File: src/rtl/core/sph_dens_pkg.sv
package sph_dens_pkg;

   // Field and datapath widths
   localparam int DEF_POS_BITS  = 20;
   localparam int RADIUS_BITS   = 20;
   localparam int SCALE_BITS    = 32;
   localparam int DENS_BITS     = 32;
   localparam int CSR_DATA_BITS = 32;
   localparam int CSR_IDX_BITS  = 1;
   localparam int MUL_BITS      = 32;
   localparam int PROD_BITS     = 2 * MUL_BITS;
   localparam int SQ_BITS       = 2 * RADIUS_BITS + 2;
   localparam int ROOT_ITERS    = SQ_BITS / 2;
   localparam int CNT_BITS      = $clog2(ROOT_ITERS);
   localparam int TERM_SHIFT    = 8;
   localparam int STEP_BITS     = 4;

   localparam logic [RADIUS_BITS-1:0] RADIUS_RESET = RADIUS_BITS'(2560);
   localparam logic [SCALE_BITS-1:0]  SCALE_RESET  = '0;

   // Register indexes of the configuration port
   typedef enum logic [CSR_IDX_BITS-1:0] {
      CSR_KERNEL_RADIUS = 1'b0,
      CSR_KERNEL_SCALE  = 1'b1
   } csr_idx_type;

   // Datapath operations, one per control word
   typedef enum logic [3:0] {
      OP_NOP,
      OP_LATCH,
      OP_DELTA,
      OP_MUL_DXDX,
      OP_MUL_DYDY,
      OP_ROOT_INIT,
      OP_ROOT_STEP,
      OP_FACTOR,
      OP_MUL_FF,
      OP_MUL_F2LO,
      OP_MUL_F2HI,
      OP_CUBE_ADD,
      OP_MUL_CLO,
      OP_MUL_CHI,
      OP_TERM_ADD,
      OP_ACCUM
   } dp_op_type;

   // Branch conditions, one per control word
   typedef enum logic [2:0] {
      COND_NEXT,
      COND_WAIT_REQ,
      COND_JMP_FAR,
      COND_LOOP,
      COND_JMP_OUTSIDE,
      COND_WAIT_RSP
   } cond_type;

   typedef enum logic [STEP_BITS-1:0] {
      S_IDLE,
      S_DELTA,
      S_SQX,
      S_SQY,
      S_SUM,
      S_ROOT,
      S_FACT,
      S_CUBE_FF,
      S_CUBE_LO,
      S_CUBE_HI,
      S_CUBE_ADD,
      S_TERM_LO,
      S_TERM_HI,
      S_TERM_ADD,
      S_ACCUM,
      S_FINISH
   } step_type;

   typedef struct packed {
      dp_op_type op;
      logic      emit;
      cond_type  cond;
      step_type  target;
      logic      load_cnt;
   } uword_type;

   // Control signals from sequencer to datapath
   typedef struct packed {
      dp_op_type op;
      logic      emit;
   } ctrl_type;

   // Status flags from datapath to sequencer
   typedef struct packed {
      logic far;
      logic outside;
      logic out_busy;
   } status_type;

   // Microcode program
   function automatic uword_type ucode_rom(step_type s);
      uword_type w;
      w = '{op: OP_NOP, emit: 1'b0, cond: COND_NEXT, target: S_IDLE, load_cnt: 1'b0};
      unique case (s)
         S_IDLE: begin
            w.op = OP_LATCH;  w.cond = COND_WAIT_REQ;
         end
         S_DELTA: begin
            w.op = OP_DELTA;  w.cond = COND_JMP_FAR;  w.target = S_FINISH;
         end
         S_SQX:      w.op = OP_MUL_DXDX;
         S_SQY:      w.op = OP_MUL_DYDY;
         S_SUM: begin
            w.op = OP_ROOT_INIT;  w.load_cnt = 1'b1;
         end
         S_ROOT: begin
            w.op = OP_ROOT_STEP;  w.cond = COND_LOOP;  w.target = S_ROOT;
         end
         S_FACT: begin
            w.op = OP_FACTOR;  w.cond = COND_JMP_OUTSIDE;  w.target = S_FINISH;
         end
         S_CUBE_FF:  w.op = OP_MUL_FF;
         S_CUBE_LO:  w.op = OP_MUL_F2LO;
         S_CUBE_HI:  w.op = OP_MUL_F2HI;
         S_CUBE_ADD: w.op = OP_CUBE_ADD;
         S_TERM_LO:  w.op = OP_MUL_CLO;
         S_TERM_HI:  w.op = OP_MUL_CHI;
         S_TERM_ADD: w.op = OP_TERM_ADD;
         S_ACCUM:    w.op = OP_ACCUM;
         S_FINISH: begin
            w.emit = 1'b1;  w.cond = COND_WAIT_RSP;  w.target = S_IDLE;
         end
      endcase
      return w;
   endfunction

endpackage

File: src/rtl/core/sph_dens_req_if.sv
interface sph_dens_req_if #(
   parameter int POS_BITS = sph_dens_pkg::DEF_POS_BITS
);
   logic                valid;
   logic                ready;
   logic [POS_BITS-1:0] center_x;
   logic [POS_BITS-1:0] center_y;
   logic [POS_BITS-1:0] neighbour_x;
   logic [POS_BITS-1:0] neighbour_y;
   logic                neighbour_present;
   logic                last_neighbour;

   modport source (
      output valid, center_x, center_y, neighbour_x, neighbour_y,
             neighbour_present, last_neighbour,
      input  ready
   );
   modport sink (
      input  valid, center_x, center_y, neighbour_x, neighbour_y,
             neighbour_present, last_neighbour,
      output ready
   );
endinterface

File: src/rtl/core/sph_dens_rsp_if.sv
interface sph_dens_rsp_if;
   logic                             valid;
   logic                             ready;
   logic [sph_dens_pkg::DENS_BITS-1:0] density;
   logic                             saturated;

   modport source (output valid, density, saturated, input ready);
   modport sink   (input valid, density, saturated, output ready);
endinterface

File: src/rtl/core/sph_dens_seq.sv
module sph_dens_seq (
   input  logic                    clock,
   input  logic                    reset,
   input  logic                    req_valid,
   input  sph_dens_pkg::status_type status,
   output logic                    req_ready,
   output sph_dens_pkg::ctrl_type  ctrl
);

   sph_dens_pkg::step_type                 step_ff, step_in;
   logic [sph_dens_pkg::CNT_BITS-1:0]      cnt_ff, cnt_in;
   sph_dens_pkg::uword_type                word;

   // Step counter and loop counter
   always_ff @(posedge clock) begin
      if (reset) begin
         step_ff <= sph_dens_pkg::S_IDLE;
         cnt_ff  <= '0;
      end else begin
         step_ff <= step_in;
         cnt_ff  <= cnt_in;
      end
   end

   // Fetch the control word, resolve the branch
   always_comb begin
      word      = sph_dens_pkg::ucode_rom(step_ff);
      ctrl.op   = word.op;
      ctrl.emit = word.emit;
      req_ready = 1'b0;
      step_in   = sph_dens_pkg::step_type'(
                     sph_dens_pkg::STEP_BITS'(step_ff + 1'b1));
      cnt_in    = cnt_ff;
      unique case (word.cond)
         sph_dens_pkg::COND_NEXT: ;
         sph_dens_pkg::COND_WAIT_REQ: begin
            // take no word while reset is high
            req_ready = !reset;
            if (!req_valid || reset) begin
               step_in = step_ff;
               ctrl.op = sph_dens_pkg::OP_NOP;
            end
         end
         sph_dens_pkg::COND_JMP_FAR: begin
            if (status.far) step_in = word.target;
         end
         sph_dens_pkg::COND_LOOP: begin
            if (cnt_ff != '0) begin
               cnt_in  = cnt_ff - 1'b1;
               step_in = word.target;
            end
         end
         sph_dens_pkg::COND_JMP_OUTSIDE: begin
            if (status.outside) step_in = word.target;
         end
         sph_dens_pkg::COND_WAIT_RSP: begin
            if (status.out_busy) begin
               step_in   = step_ff;
               ctrl.emit = 1'b0;
            end else begin
               step_in = word.target;
            end
         end
         default: ;
      endcase
      if (word.load_cnt) begin
         cnt_in = sph_dens_pkg::CNT_BITS'(sph_dens_pkg::ROOT_ITERS - 1);
      end
   end

endmodule

File: src/rtl/core/sph_dens_datapath.sv
module sph_dens_datapath #(
   parameter int POS_BITS = sph_dens_pkg::DEF_POS_BITS
) (
   input  logic                                   clock,
   input  logic                                   reset,
   sph_dens_req_if.sink                           req_chan,
   sph_dens_rsp_if.source                         rsp_chan,
   input  logic [sph_dens_pkg::RADIUS_BITS-1:0]   kernel_radius,
   input  logic [sph_dens_pkg::SCALE_BITS-1:0]    kernel_scale,
   input  sph_dens_pkg::ctrl_type                 ctrl,
   output sph_dens_pkg::status_type               status
);

   localparam int RB   = sph_dens_pkg::RADIUS_BITS;
   localparam int MB   = sph_dens_pkg::MUL_BITS;
   localparam int PB   = sph_dens_pkg::PROD_BITS;
   localparam int SB   = sph_dens_pkg::SQ_BITS;
   localparam int DB   = sph_dens_pkg::DENS_BITS;
   localparam int SH   = sph_dens_pkg::TERM_SHIFT;
   localparam int CMPB = (POS_BITS > RB) ? POS_BITS : RB;
   localparam int F2HB = 2 * RB - MB;

   // Latched input word
   logic [POS_BITS-1:0] cx_ff, cy_ff, nx_ff, ny_ff;
   logic                present_ff, last_ff;

   // Working registers
   logic [RB-1:0]   dx_ff, dy_ff, f_ff;
   logic [PB-1:0]   p_ff, c_ff;
   logic [SB-1:0]   v_ff, root_ff, bit_ff;
   logic [F2HB-1:0] f2hi_ff;
   logic [MB-1:0]   lohi_ff;

   // Accumulator and output word
   logic [DB-1:0]   sum_ff;
   logic            clip_ff;
   logic            rsp_valid_ff;
   logic [DB-1:0]   rsp_density_ff;
   logic            rsp_sat_ff;

   logic [POS_BITS-1:0] dx_full, dy_full;
   logic [CMPB-1:0]     dx_cmp, dy_cmp, r_cmp;
   logic [MB-1:0]       mul_a, mul_b;
   logic [PB-1:0]       mul_p;
   logic [SB-1:0]       trial;
   logic [DB-1:0]       term;
   logic [DB:0]         sum_wide;

   // Deltas and far test
   always_comb begin
      dx_full = (cx_ff >= nx_ff) ? (cx_ff - nx_ff) : (nx_ff - cx_ff);
      dy_full = (cy_ff >= ny_ff) ? (cy_ff - ny_ff) : (ny_ff - cy_ff);
      dx_cmp  = CMPB'(dx_full);
      dy_cmp  = CMPB'(dy_full);
      r_cmp   = CMPB'(kernel_radius);
   end

   assign status.far      = !present_ff || (dx_cmp >= r_cmp) || (dy_cmp >= r_cmp);
   assign status.outside  = (root_ff >= SB'(kernel_radius));
   assign status.out_busy = last_ff && rsp_valid_ff && !rsp_chan.ready;

   // Shared multiplier operand select
   always_comb begin
      mul_a = '0;
      mul_b = '0;
      unique case (ctrl.op)
         sph_dens_pkg::OP_MUL_DXDX: begin
            mul_a = MB'(dx_ff);  mul_b = MB'(dx_ff);
         end
         sph_dens_pkg::OP_MUL_DYDY: begin
            mul_a = MB'(dy_ff);  mul_b = MB'(dy_ff);
         end
         sph_dens_pkg::OP_MUL_FF: begin
            mul_a = MB'(f_ff);  mul_b = MB'(f_ff);
         end
         sph_dens_pkg::OP_MUL_F2LO: begin
            mul_a = p_ff[MB-1:0];  mul_b = MB'(f_ff);
         end
         sph_dens_pkg::OP_MUL_F2HI: begin
            mul_a = MB'(f2hi_ff);  mul_b = MB'(f_ff);
         end
         sph_dens_pkg::OP_MUL_CLO: begin
            mul_a = c_ff[MB-1:0];  mul_b = kernel_scale;
         end
         sph_dens_pkg::OP_MUL_CHI: begin
            mul_a = c_ff[PB-1:MB];  mul_b = kernel_scale;
         end
         default: ;
      endcase
   end

   // Shared 32x32 multiplier, full product
   assign mul_p = PB'(mul_a) * PB'(mul_b);

   // Root trial, term saturation and saturating sum
   always_comb begin
      trial    = root_ff + bit_ff;
      term     = (c_ff[PB-1:DB+SH] != '0) ? '1 : c_ff[DB+SH-1:SH];
      sum_wide = {1'b0, sum_ff} + {1'b0, term};
   end

   // Payload registers
   always_ff @(posedge clock) begin
      unique case (ctrl.op)
         sph_dens_pkg::OP_LATCH: begin
            cx_ff      <= req_chan.center_x;
            cy_ff      <= req_chan.center_y;
            nx_ff      <= req_chan.neighbour_x;
            ny_ff      <= req_chan.neighbour_y;
            present_ff <= req_chan.neighbour_present;
            last_ff    <= req_chan.last_neighbour;
         end
         sph_dens_pkg::OP_DELTA: begin
            dx_ff <= RB'(dx_cmp);
            dy_ff <= RB'(dy_cmp);
         end
         sph_dens_pkg::OP_MUL_DXDX: p_ff <= mul_p;
         sph_dens_pkg::OP_MUL_DYDY: begin
            v_ff <= SB'(p_ff);
            p_ff <= mul_p;
         end
         sph_dens_pkg::OP_ROOT_INIT: begin
            v_ff    <= v_ff + SB'(p_ff);
            root_ff <= '0;
            bit_ff  <= SB'(1) << (SB - 2);
         end
         sph_dens_pkg::OP_ROOT_STEP: begin
            if (v_ff >= trial) begin
               v_ff    <= v_ff - trial;
               root_ff <= (root_ff >> 1) + bit_ff;
            end else begin
               root_ff <= root_ff >> 1;
            end
            bit_ff <= bit_ff >> 2;
         end
         sph_dens_pkg::OP_FACTOR: f_ff <= kernel_radius - root_ff[RB-1:0];
         sph_dens_pkg::OP_MUL_FF: p_ff <= mul_p;
         sph_dens_pkg::OP_MUL_F2LO: begin
            f2hi_ff <= p_ff[2*RB-1:MB];
            p_ff    <= mul_p;
         end
         sph_dens_pkg::OP_MUL_F2HI: begin
            c_ff <= p_ff;
            p_ff <= mul_p;
         end
         sph_dens_pkg::OP_CUBE_ADD: c_ff <= c_ff + {p_ff[MB-1:0], {MB{1'b0}}};
         sph_dens_pkg::OP_MUL_CLO:  p_ff <= mul_p;
         sph_dens_pkg::OP_MUL_CHI: begin
            lohi_ff <= p_ff[PB-1:MB];
            p_ff    <= mul_p;
         end
         sph_dens_pkg::OP_TERM_ADD: c_ff <= p_ff + PB'(lohi_ff);
         default: ;
      endcase
      if (ctrl.emit && last_ff) begin
         rsp_density_ff <= sum_ff;
         rsp_sat_ff     <= clip_ff;
      end
   end

   // Accumulator and output valid
   always_ff @(posedge clock) begin
      if (reset) begin
         sum_ff       <= '0;
         clip_ff      <= 1'b0;
         rsp_valid_ff <= 1'b0;
      end else if (ctrl.emit && last_ff) begin
         // hand the sum to the output word and clear it
         rsp_valid_ff <= 1'b1;
         sum_ff       <= '0;
         clip_ff      <= 1'b0;
      end else begin
         if (rsp_valid_ff && rsp_chan.ready) rsp_valid_ff <= 1'b0;
         if (ctrl.op == sph_dens_pkg::OP_ACCUM) begin
            if (sum_wide[DB]) begin
               sum_ff  <= '1;
               clip_ff <= 1'b1;
            end else begin
               sum_ff <= sum_wide[DB-1:0];
            end
         end
      end
   end

   assign rsp_chan.valid     = rsp_valid_ff;
   assign rsp_chan.density   = rsp_density_ff;
   assign rsp_chan.saturated = rsp_sat_ff;

endmodule

File: src/rtl/core/sph_density_accumulate_top.sv
// SPH density accumulator, 2-D spiky cubic kernel.
// req_chan carries one neighbour word: centre and neighbour positions (Q12.8),
// a presence flag and a last flag. Present neighbours inside kernel_radius
// add (radius - distance)^3 * kernel_scale to a saturating Q16.16 sum. The
// word flagged last returns one rsp_chan word (density, saturated) and
// clears the sum; other words return nothing.
// The block takes one word at a time. A neighbour inside the radius runs
// every step from accept to the next accept: the 21-step shift-subtract
// square root dominates, with 7 passes through the shared 32x32 multiplier.
// An absent or far neighbour jumps from the delta step to the finish step;
// one the root places outside the radius jumps from the factor step. The
// result word is registered, valid in the cycle after the finish step.
// If rsp_chan stalls, the result stays registered; further non-last words
// are still taken, and the block waits only when a new result is due.
// Configuration: csr_write_en with csr_index 0 (kernel_radius, reset 2560)
// or 1 (kernel_scale, reset 0); write only while the block is idle.
// reset is synchronous and clears the sum, the sequencer and the output;
// req_chan takes no word while reset is high.
module sph_density_accumulate_top #(
   parameter int POS_BITS = sph_dens_pkg::DEF_POS_BITS
) (
   input  logic                                     clock,
   input  logic                                     reset,
   sph_dens_req_if.sink                             req_chan,
   sph_dens_rsp_if.source                           rsp_chan,
   input  logic                                     csr_write_en,
   input  logic [sph_dens_pkg::CSR_IDX_BITS-1:0]    csr_index,
   input  logic [sph_dens_pkg::CSR_DATA_BITS-1:0]   csr_data
);

   logic [sph_dens_pkg::RADIUS_BITS-1:0] kernel_radius_ff;
   logic [sph_dens_pkg::SCALE_BITS-1:0]  kernel_scale_ff;
   sph_dens_pkg::ctrl_type               ctrl;
   sph_dens_pkg::status_type             status;
   logic                                 req_ready;

   // Configuration registers
   always_ff @(posedge clock) begin
      if (reset) begin
         kernel_radius_ff <= sph_dens_pkg::RADIUS_RESET;
         kernel_scale_ff  <= sph_dens_pkg::SCALE_RESET;
      end else if (csr_write_en) begin
         unique case (sph_dens_pkg::csr_idx_type'(csr_index))
            sph_dens_pkg::CSR_KERNEL_RADIUS:
               kernel_radius_ff <= csr_data[sph_dens_pkg::RADIUS_BITS-1:0];
            sph_dens_pkg::CSR_KERNEL_SCALE:
               kernel_scale_ff <= csr_data[sph_dens_pkg::SCALE_BITS-1:0];
            default: ;
         endcase
      end
   end

   assign req_chan.ready = req_ready;

   sph_dens_seq u_seq (
      .clock     (clock),
      .reset     (reset),
      .req_valid (req_chan.valid),
      .status    (status),
      .req_ready (req_ready),
      .ctrl      (ctrl)
   );

   sph_dens_datapath #(
      .POS_BITS (POS_BITS)
   ) u_datapath (
      .clock         (clock),
      .reset         (reset),
      .req_chan      (req_chan),
      .rsp_chan      (rsp_chan),
      .kernel_radius (kernel_radius_ff),
      .kernel_scale  (kernel_scale_ff),
      .ctrl          (ctrl),
      .status        (status)
   );

endmodule
File: src/flat_wrapper.sv
// flat-port wrapper written by rule: the top's interface ports become plain ports
module sph_density_accumulate_top_flat 
#(
   parameter int POS_BITS = sph_dens_pkg::DEF_POS_BITS
)
  (clock, reset, csr_write_en, csr_index, csr_data, req_chan_valid, req_chan_center_x, req_chan_center_y, req_chan_neighbour_x, req_chan_neighbour_y, req_chan_neighbour_present, req_chan_last_neighbour, req_chan_ready, rsp_chan_valid, rsp_chan_density, rsp_chan_saturated, rsp_chan_ready);
  sph_dens_req_if #(.POS_BITS(POS_BITS)) req_chan_i ();
  sph_dens_rsp_if rsp_chan_i ();
  input  logic clock;
  input  logic reset;
  input  logic csr_write_en;
  input  logic [sph_dens_pkg::CSR_IDX_BITS-1:0] csr_index;
  input  logic [sph_dens_pkg::CSR_DATA_BITS-1:0] csr_data;
  input wire logic [$bits(req_chan_i.valid)-1:0] req_chan_valid;
  input wire logic [$bits(req_chan_i.center_x)-1:0] req_chan_center_x;
  input wire logic [$bits(req_chan_i.center_y)-1:0] req_chan_center_y;
  input wire logic [$bits(req_chan_i.neighbour_x)-1:0] req_chan_neighbour_x;
  input wire logic [$bits(req_chan_i.neighbour_y)-1:0] req_chan_neighbour_y;
  input wire logic [$bits(req_chan_i.neighbour_present)-1:0] req_chan_neighbour_present;
  input wire logic [$bits(req_chan_i.last_neighbour)-1:0] req_chan_last_neighbour;
  output wire logic [$bits(req_chan_i.ready)-1:0] req_chan_ready;
  output wire logic [$bits(rsp_chan_i.valid)-1:0] rsp_chan_valid;
  output wire logic [$bits(rsp_chan_i.density)-1:0] rsp_chan_density;
  output wire logic [$bits(rsp_chan_i.saturated)-1:0] rsp_chan_saturated;
  input wire logic [$bits(rsp_chan_i.ready)-1:0] rsp_chan_ready;
  assign req_chan_i.valid = req_chan_valid;
  assign req_chan_i.center_x = req_chan_center_x;
  assign req_chan_i.center_y = req_chan_center_y;
  assign req_chan_i.neighbour_x = req_chan_neighbour_x;
  assign req_chan_i.neighbour_y = req_chan_neighbour_y;
  assign req_chan_i.neighbour_present = req_chan_neighbour_present;
  assign req_chan_i.last_neighbour = req_chan_last_neighbour;
  assign req_chan_ready = req_chan_i.ready;
  assign rsp_chan_valid = rsp_chan_i.valid;
  assign rsp_chan_density = rsp_chan_i.density;
  assign rsp_chan_saturated = rsp_chan_i.saturated;
  assign rsp_chan_i.ready = rsp_chan_ready;
  sph_density_accumulate_top #(.POS_BITS(POS_BITS)) u_core (.clock(clock), .reset(reset), .req_chan(req_chan_i), .rsp_chan(rsp_chan_i), .csr_write_en(csr_write_en), .csr_index(csr_index), .csr_data(csr_data));
endmodule
File: config.mk
export PLATFORM = sky130hd
export DESIGN_NAME = sph_density_accumulate_top_flat
export DESIGN_NICKNAME = d
export VERILOG_FILES = /design/src/rtl/core/sph_dens_pkg.sv /design/src/rtl/core/sph_dens_req_if.sv /design/src/rtl/core/sph_dens_rsp_if.sv /design/src/rtl/core/sph_dens_seq.sv /design/src/rtl/core/sph_dens_datapath.sv /design/src/rtl/core/sph_density_accumulate_top.sv /design/src/flat_wrapper.sv
export SDC_FILE = /design/constraint.sdc
export NUM_CORES = 2
export LEC_CHECK = 0
export ABC_CLOCK_PERIOD_IN_PS = 12210
export BUFFER_PORTS_ARGS = -buffer_cell sky130_fd_sc_hd__buf_2
export CAP_MARGIN = 20
export CORE_MARGIN = 4
export CORE_UTILIZATION = 45
export CTS_BUF_LIST = sky130_fd_sc_hd__clkbuf_4 sky130_fd_sc_hd__clkbuf_8
export DETAILED_ROUTE_END_ITERATION = 8
export PLACE_DENSITY_LB_ADDON = 0.1
export REMOVE_ABC_BUFFERS = 1
export SLEW_MARGIN = 30
export SYNTH_ARGS = -nofsm -noshare
export SYNTH_HDL_FRONTEND = slang
export SYNTH_SLANG_ARGS = --single-unit
File: constraint.sdc
create_clock -name clock -period 12.21 [get_ports clock]
set_input_delay 1.221 -clock clock [delete_from_list [all_inputs] [get_ports clock]]
set_output_delay 1.221 -clock clock [all_outputs]
set_load 0.1 [all_outputs]
# Yosys cells after proc, flatten, opt, wreduce, memory -nomap -nowiden
# Cells that the tools add are included.
dict set report op_classes {
  n_addsub 14
  multipliers 1
  order_cmp 6
  eq_ne 38
  mux 33
  n_bitwise 1
  reduce_logical 33
}
# cell n
set op_table {}
lappend op_table {{$pmux 32 s7} 1}
lappend op_table {{$pmux 64 s3} 1}
lappend op_table {{$pmux 42 s2} 2}
lappend op_table {{$pmux 32 s4} 1}
lappend op_table {{$pmux 42 s3} 1}
lappend op_table {{$sub 20x20->20} 5}
lappend op_table {{$add 42x42->42} 2}
lappend op_table {{$mux 42} 2}
lappend op_table {{$ge 20x20->1} 4}
lappend op_table {{$add 64x32->64} 1}
lappend op_table {{$add 64x64->64} 1}
lappend op_table {{$eq 4x4->1 const B} 16}
lappend op_table {{$mul 32x32->64} 1}
lappend op_table {{$mux 32} 2}
lappend op_table {{$pmux 4 s15} 1}
lappend op_table {{$add 41x42->42} 1}
lappend op_table {{$ge 42x20->1} 1}
lappend op_table {{$ge 42x42->1} 1}
lappend op_table {{$sub 42x42->42} 1}
lappend op_table {{$mux 20} 2}
lappend op_table {{$add 32x32->33} 1}
lappend op_table {{$eq 4x3->1 const B} 8}
lappend op_table {{$mux 4} 7}
lappend op_table {{$reduce_bool 24->1} 1}
lappend op_table {{other kinds (25)} 62}
dict set report word_totals {
  reg_bits 564
  input_bits 120
  wordCells 152
}

# Logic depth before layout (Yosys ltp)
dict set report logic_depth {
  word_depth 8
  ltp_mapped 43
}

# Worst setup path before layout
# Ideal clock, no wire load.
dict set report synth_path {
  path_kind {in2reg}
  from {input reset}
  to {register u_core.u_datapath.p_ff[56] (data pin)}
  t_arrival_ns 9.761
  required_ns 11.948
  path_slack_ns 2.187
  cell_stages 35
  path_buffers 4
  path_cell_list {inv_2 -> a21o_2 -> nor3_4 -> or3_2 -> nor2_2 -> buf_4 -> buf_2 -> a22oi_1 -> and2_1 -> clkbuf_1 -> nor2_1 -> fa_1 -> fa_1 -> inv_1 -> fa_1 -> fa_1 -> inv_1 -> fa_1 -> fa_1 -> fa_1 -> inv_1 -> fa_1 -> inv_1 -> ha_1 -> clkbuf_1 -> and4_1 -> o211ai_1 -> a31o_2 -> a31o_2 -> and3_1 -> o21ai_1 -> a221o_1 -> a21oi_1 -> o21ai_1 -> xor2_1}
}
dict set report synth_between {
  elab_chain_cells 7
}
# element line
set synth_rtl {}
lappend synth_rtl {{from (decl)} flat_wrapper.sv:10} ;# input logic reset;
lappend synth_rtl {{$logic_or 1x1->1 *} sph_dens_seq.sv:39} ;# if (!req_valid || reset) begin
lappend synth_rtl {{$mux 4 *} sph_dens_seq.sv:39}
lappend synth_rtl {{$mux 4 *} sph_dens_seq.sv:34} ;# unique case (word.cond)
lappend synth_rtl {{$eq 4x4->1} sph_dens_datapath.sv:66} ;# unique case (ctrl.op)
lappend synth_rtl {{$reduce_or 3->1 (no source line) or $reduce_or 2->1 (tied branches)} n/a}
lappend synth_rtl {{$pmux 32 s4} sph_dens_datapath.sv:66}
lappend synth_rtl {{$mul 32x32->64 *} sph_dens_datapath.sv:93} ;# assign mul_p = PB'(mul_a) * PB'(mul_b);
lappend synth_rtl {{named net u_core.u_datapath.mul_p[56]} sph_dens_datapath.sv:44} ;# logic [PB-1:0] mul_p;
lappend synth_rtl {{to (signal assigned)} sph_dens_datapath.sv:117} ;# sph_dens_pkg::OP_MUL_DXDX: p_ff <= mul_p;
lappend synth_rtl {{to (signal assigned)} sph_dens_datapath.sv:120} ;# p_ff <= mul_p;
lappend synth_rtl {{to (signal assigned)} sph_dens_datapath.sv:137} ;# sph_dens_pkg::OP_MUL_FF: p_ff <= mul_p;
lappend synth_rtl {{to (decl)} sph_dens_datapath.sv:29} ;# logic [PB-1:0] p_ff, c_ff;
# Mark *: on every way through the listed nets, which the timed path passes. The rest lies on a longest branch.
# A chain may end at the register's enable or synchronous reset.

# Final worst setup path
dict set report layout_path {
  from {register u_core.u_seq.step_ff[0]}
  to {register u_core.u_datapath.p_ff[56] (data pin)}
}
dict set report layout_between {
  elab_chain_cells 8
}
# element line
set layout_rtl {}
lappend layout_rtl {{from (decl)} sph_dens_seq.sv:10} ;# sph_dens_pkg::step_type step_ff, step_in;
lappend layout_rtl {{from (signal assigned)} sph_dens_seq.sv:17} ;# step_ff <= sph_dens_pkg::S_IDLE;
lappend layout_rtl {{from (signal assigned)} sph_dens_seq.sv:20} ;# step_ff <= step_in;
lappend layout_rtl {{$eq 4x4->1 (tied with other cells)} sph_dens_pkg.sv:101} ;# unique case (s)
lappend layout_rtl {{$pmux 3 s5 or $pmux 4 s15 (tied branches)} sph_dens_pkg.sv:101}
lappend layout_rtl {{$eq 3x1->1 or $mux 4 (tied branches)} {sph_dens_seq.sv:34, sph_dens_seq.sv:39}}
lappend layout_rtl {{$mux 4 *} sph_dens_seq.sv:34}
lappend layout_rtl {{$eq 4x4->1} sph_dens_datapath.sv:66}
lappend layout_rtl {{$reduce_or 3->1 (no source line) or $reduce_or 2->1 (tied branches)} n/a}
lappend layout_rtl {{$pmux 32 s4} sph_dens_datapath.sv:66}
lappend layout_rtl {{$mul 32x32->64 *} sph_dens_datapath.sv:93}
lappend layout_rtl {{named net u_core.u_datapath.mul_p[56]} sph_dens_datapath.sv:44}
# Marked as above.

==> impl_metrics.env <==
export IMPL_hpwl_mm=205.8
export IMPL_fin_ws_ns=0.6407
export IMPL_root_buffer="clkbuf_8"
export IMPL_grt_use_met1_pct=41.50
export IMPL_cellPowerDensity_mw_per_mm2=241.1
export IMPL_critPathRequiredTime_ns=12.78
export IMPL_met3_usage_pct=5.310
export IMPL_synth_cells=7925
export IMPL_reg2reg_depth=32
export IMPL_fp_dieH_um=407.8
export IMPL_r2r_end="u_core.u_datapath.p_ff[56]"
export IMPL_violations="design-rule violations"
export IMPL_power_total_mw=18.64
export IMPL_design_core_area_sq_mm=0.1586
export IMPL_ant_nets=0
export IMPL_crit_top_cell="fa_1"
export IMPL_grt_pass1_vias=59170
export IMPL_hold_class="flop to flop"
export IMPL_mostFrequentLayoutCell="inv_1"
export IMPL_cts_max_path_buffers=3
export IMPL_fp_dieArea_sq_mm=0.1663
export IMPL_p_leak_nw=34.69
export IMPL_cp_num_buf_inv=3
export IMPL_endpoint_kind="flop"
export IMPL_period_needed_ns=11.57
export IMPL_numCtsBuffers=104
export IMPL_setup_viol=0
export IMPL_routedWlPerCell_um=25.49
export IMPL_p_int_mw=8.499
export IMPL_syn_avg_cell_area_sq_um=9.077
export IMPL_io_pin_count=155
export IMPL_antenna_found_initial=8
export IMPL_cts_tree="done"
export IMPL_post_route_util_pct=48.77
export IMPL_synthFlopType="edfxtp_1"
export IMPL_final_net_count=9643
export IMPL_via_per_inst=5.829
export IMPL_use_met2_pct=47.61
export IMPL_first_pass_iters=9
export IMPL_ys_warn_count=0
export IMPL_n_fill_cell=15470
export IMPL_hp_start="u_core.u_datapath.clip_ff"
export IMPL_ir_drop_uv=362.5
export IMPL_worst_path_max_delay_cell="or2_1"
export IMPL_place_worst_setup_slack_ns=0.4580
export IMPL_netlist_area_sq_mm=0.07193
export IMPL_place_congestion=1.002
export IMPL_startpoint="u_core.u_seq.step_ff[0]"
export IMPL_rows=146
export IMPL_hold_path_end="u_core.u_datapath.rsp_chan.saturated"
export IMPL_r2r_slack_ns=0.64
export IMPL_hold_viol_final=0
export IMPL_rr_startpoint="u_core.u_seq.step_ff[0]"
export IMPL_cts_setup_buffers=0
export IMPL_relSlewSlack_pct=31.07
export IMPL_die_w_um=407.8
export IMPL_grt_overflow_total=0
export IMPL_cp_max_fo=64
export IMPL_start_kind="flop"
export IMPL_hold_depth=0
export IMPL_min_period_over_period_pct=94.75
export IMPL_clkPwrFrac_pct=11.1
export IMPL_grt_usage_pct=30.70
export IMPL_cpPeakStageDelay_ns=0.76
export IMPL_fmax_mhz=86.44
export IMPL_synth_async_reset_ratio_pct=0
export IMPL_drc=3
export IMPL_ctsResizeCount=0
export IMPL_max_cap_viol_count=0
export IMPL_vias=59100
export IMPL_sw_frac_of_total_pct=54.41
export IMPL_drive_gt1_share_pct=8.237
export IMPL_drtIter0Drc=5471
export IMPL_cts_sinks=543
export IMPL_layout_common_cells="1,149 x inv_1, 981 x nand2_1, 906 x fa_1"
export IMPL_grt_max_degree=78
export IMPL_synth_cell_types=107
export IMPL_slew_violations=0
export IMPL_rsz0062_at_grt="false"
export IMPL_synthToLayoutAreaGrowth_pct=7.506
export IMPL_p_switching_mw=10.14
export IMPL_io_buffers=154
export IMPL_power_frac_comb_pct=69.9
export IMPL_criticalPathCategory="flop to flop"
export IMPL_p_seq_share_pct=19.0
export IMPL_tightestPinTransition_ns=1.034
export IMPL_clk_latency_ns=0.89
export IMPL_yosysSeqAreaShare_pct=21.35
export IMPL_busiest_layer="met2"
export IMPL_grt_pass1_wl_mm=383.8
export IMPL_htree_levels=3
export IMPL_holdWs_ns=0.4376
export IMPL_synth_seq_cells=543
export IMPL_finClkSkew_ns=0.07420
export IMPL_clk_pin_slew_ns=0.06
export IMPL_synth_edf_count=448
export IMPL_drt_total_wl_mm=258.5
export IMPL_crit_arrival_ns=12.14
export IMPL_postCtsHoldBufs=0
export IMPL_cpLargestDelayFamily="adder cells"
export IMPL_initial_core_util_pct=45.36
export IMPL_outcome="finished, violations left"
[power groups by stage]
stage          combinational [mW]  sequential (mW)  clock, mW
6_report                     13.0             3.55       2.07
5_1_grt                      14.1             3.55       2.20
4_1_cts                      12.9             3.51       2.12
3_5_place_dp                 12.8             3.54          0
3_3_place_gp                 12.7             3.54          0
2_1_floorplan                8.23             3.24          0
[Yosys cell counts (25+ instances only)]
library cell / number / area share (%)
a211oi_1: 52 / 0.54
nand2_1: 982 / 5.1
nor3_1: 71 / 0.49
nand2b_1: 34 / 0.30
nand4_1: 75 / 0.65
xor2_1: 136 / 1.7
or3_1: 52 / 0.45
and2_1: 65 / 0.57
ha_1: 647 / 11
buf_4: 30 / 0.31
o21a_1: 39 / 0.41
nor2_1: 762 / 4.0
mux2i_1: 26 / 0.36
a21oi_1: 441 / 3.1
and3_1: 47 / 0.41
o21ai_0: 311 / 2.2
o211ai_1: 40 / 0.42
a22oi_1: 43 / 0.45
dfxtp_1: 95 / 2.6
o221ai_1: 25 / 0.30
nor4_1: 30 / 0.26
buf_2: 173 / 1.2
edfxtp_1: 448 / 19
a31oi_1: 82 / 0.71
a221o_1: 31 / 0.43
inv_1: 1151 / 6.0
xnor2_1: 210 / 2.6
nand3_1: 101 / 0.70
nor2b_1: 47 / 0.41
clkbuf_1: 165 / 0.86
o21bai_1: 62 / 0.65
fa_1: 906 / 25
a21o_1: 152 / 1.6
[state kept, by name, indices dropped and copies added (netlist names), 4 cells and up]
register / flops
u_core.kernel_radius_ff: 20
u_core.kernel_scale_ff: 32
u_core.u_datapath.bit_ff: 21
u_core.u_datapath.c_ff: 64
u_core.u_datapath.cx_ff: 20
u_core.u_datapath.cy_ff: 20
u_core.u_datapath.dx_ff: 20
u_core.u_datapath.dy_ff: 20
u_core.u_datapath.f2hi_ff: 8
u_core.u_datapath.f_ff: 20
u_core.u_datapath.lohi_ff: 32
u_core.u_datapath.nx_ff: 20
u_core.u_datapath.ny_ff: 20
u_core.u_datapath.p_ff: 64
u_core.u_datapath.root_ff: 42
u_core.u_datapath.rsp_chan.density: 32
u_core.u_datapath.sum_ff: 32
u_core.u_datapath.v_ff: 42
u_core.u_seq.cnt_ff: 5
u_core.u_seq.step_ff: 4
[per-layer routing]
metal  up-vias  wire (um)
met4         4      15610
met2      2345     114500
met3       593      20400
li1      26560          -
met5         -         24
met1     29610     108000
[cells by family (layout without fill, tap and decap cells)]
logic type / count (synthesis) / count (layout) / share of synthesized area (%)
simple gates: 2338 / 2338 / 14.10
compound gates: 1575 / 1575 / 14.81
fa+ha+maj: 1553 / 1553 / 36.47
buf+inv: 1533 / 1669 / 8.530
flops: 543 / 543 / 21.35
xor+xnor: 346 / 346 / 4.213
mux: 37 / 37 / 0.5340
other cells: 0 / 6 / 0
[final cells by class]
cell class / count / area, sq um / area share [%]
inverter: 1152 / 4324 / 5.592
antenna: 6 / 15.01 / 0.01942
tap: 2072 / 2592 / 3.352
sequential: 543 / 15350 / 19.86
clock inverter: 49 / 500.5 / 0.6472
multi-input combinational: 5849 / 50610 / 65.44
clock buffer: 148 / 1856 / 2.399
timing repair buffer: 320 / 2082 / 2.692
[stage by stage]
step | instances | setup TNS, ns | cell area (sq um)
after global routing | 10140 | 0 | 77320
after floorplan | 7544 | -0.6686 | 70120
after detailed placement | 9936 | 0 | 74960
final | 10140 | 0 | 77330
after CTS | 10130 | 0 | 77310
after global placement | 9933 | 0 | 74870
[worst max-delay path by stage]
stage,slack (ns),cells past startpoint,to
floorplan,-0.20,29,u_core.u_datapath.p_ff[57]
global placement,0.64,33,u_core.u_datapath.p_ff[57]
detailed placement,0.46,33,u_core.u_datapath.p_ff[56]
CTS,0.80,33,u_core.u_datapath.p_ff[56]
global route,0.33,32,u_core.u_datapath.p_ff[56]
finish,0.64,32,u_core.u_datapath.p_ff[56]
Note: power is estimated with default switching activity, not from simulation.
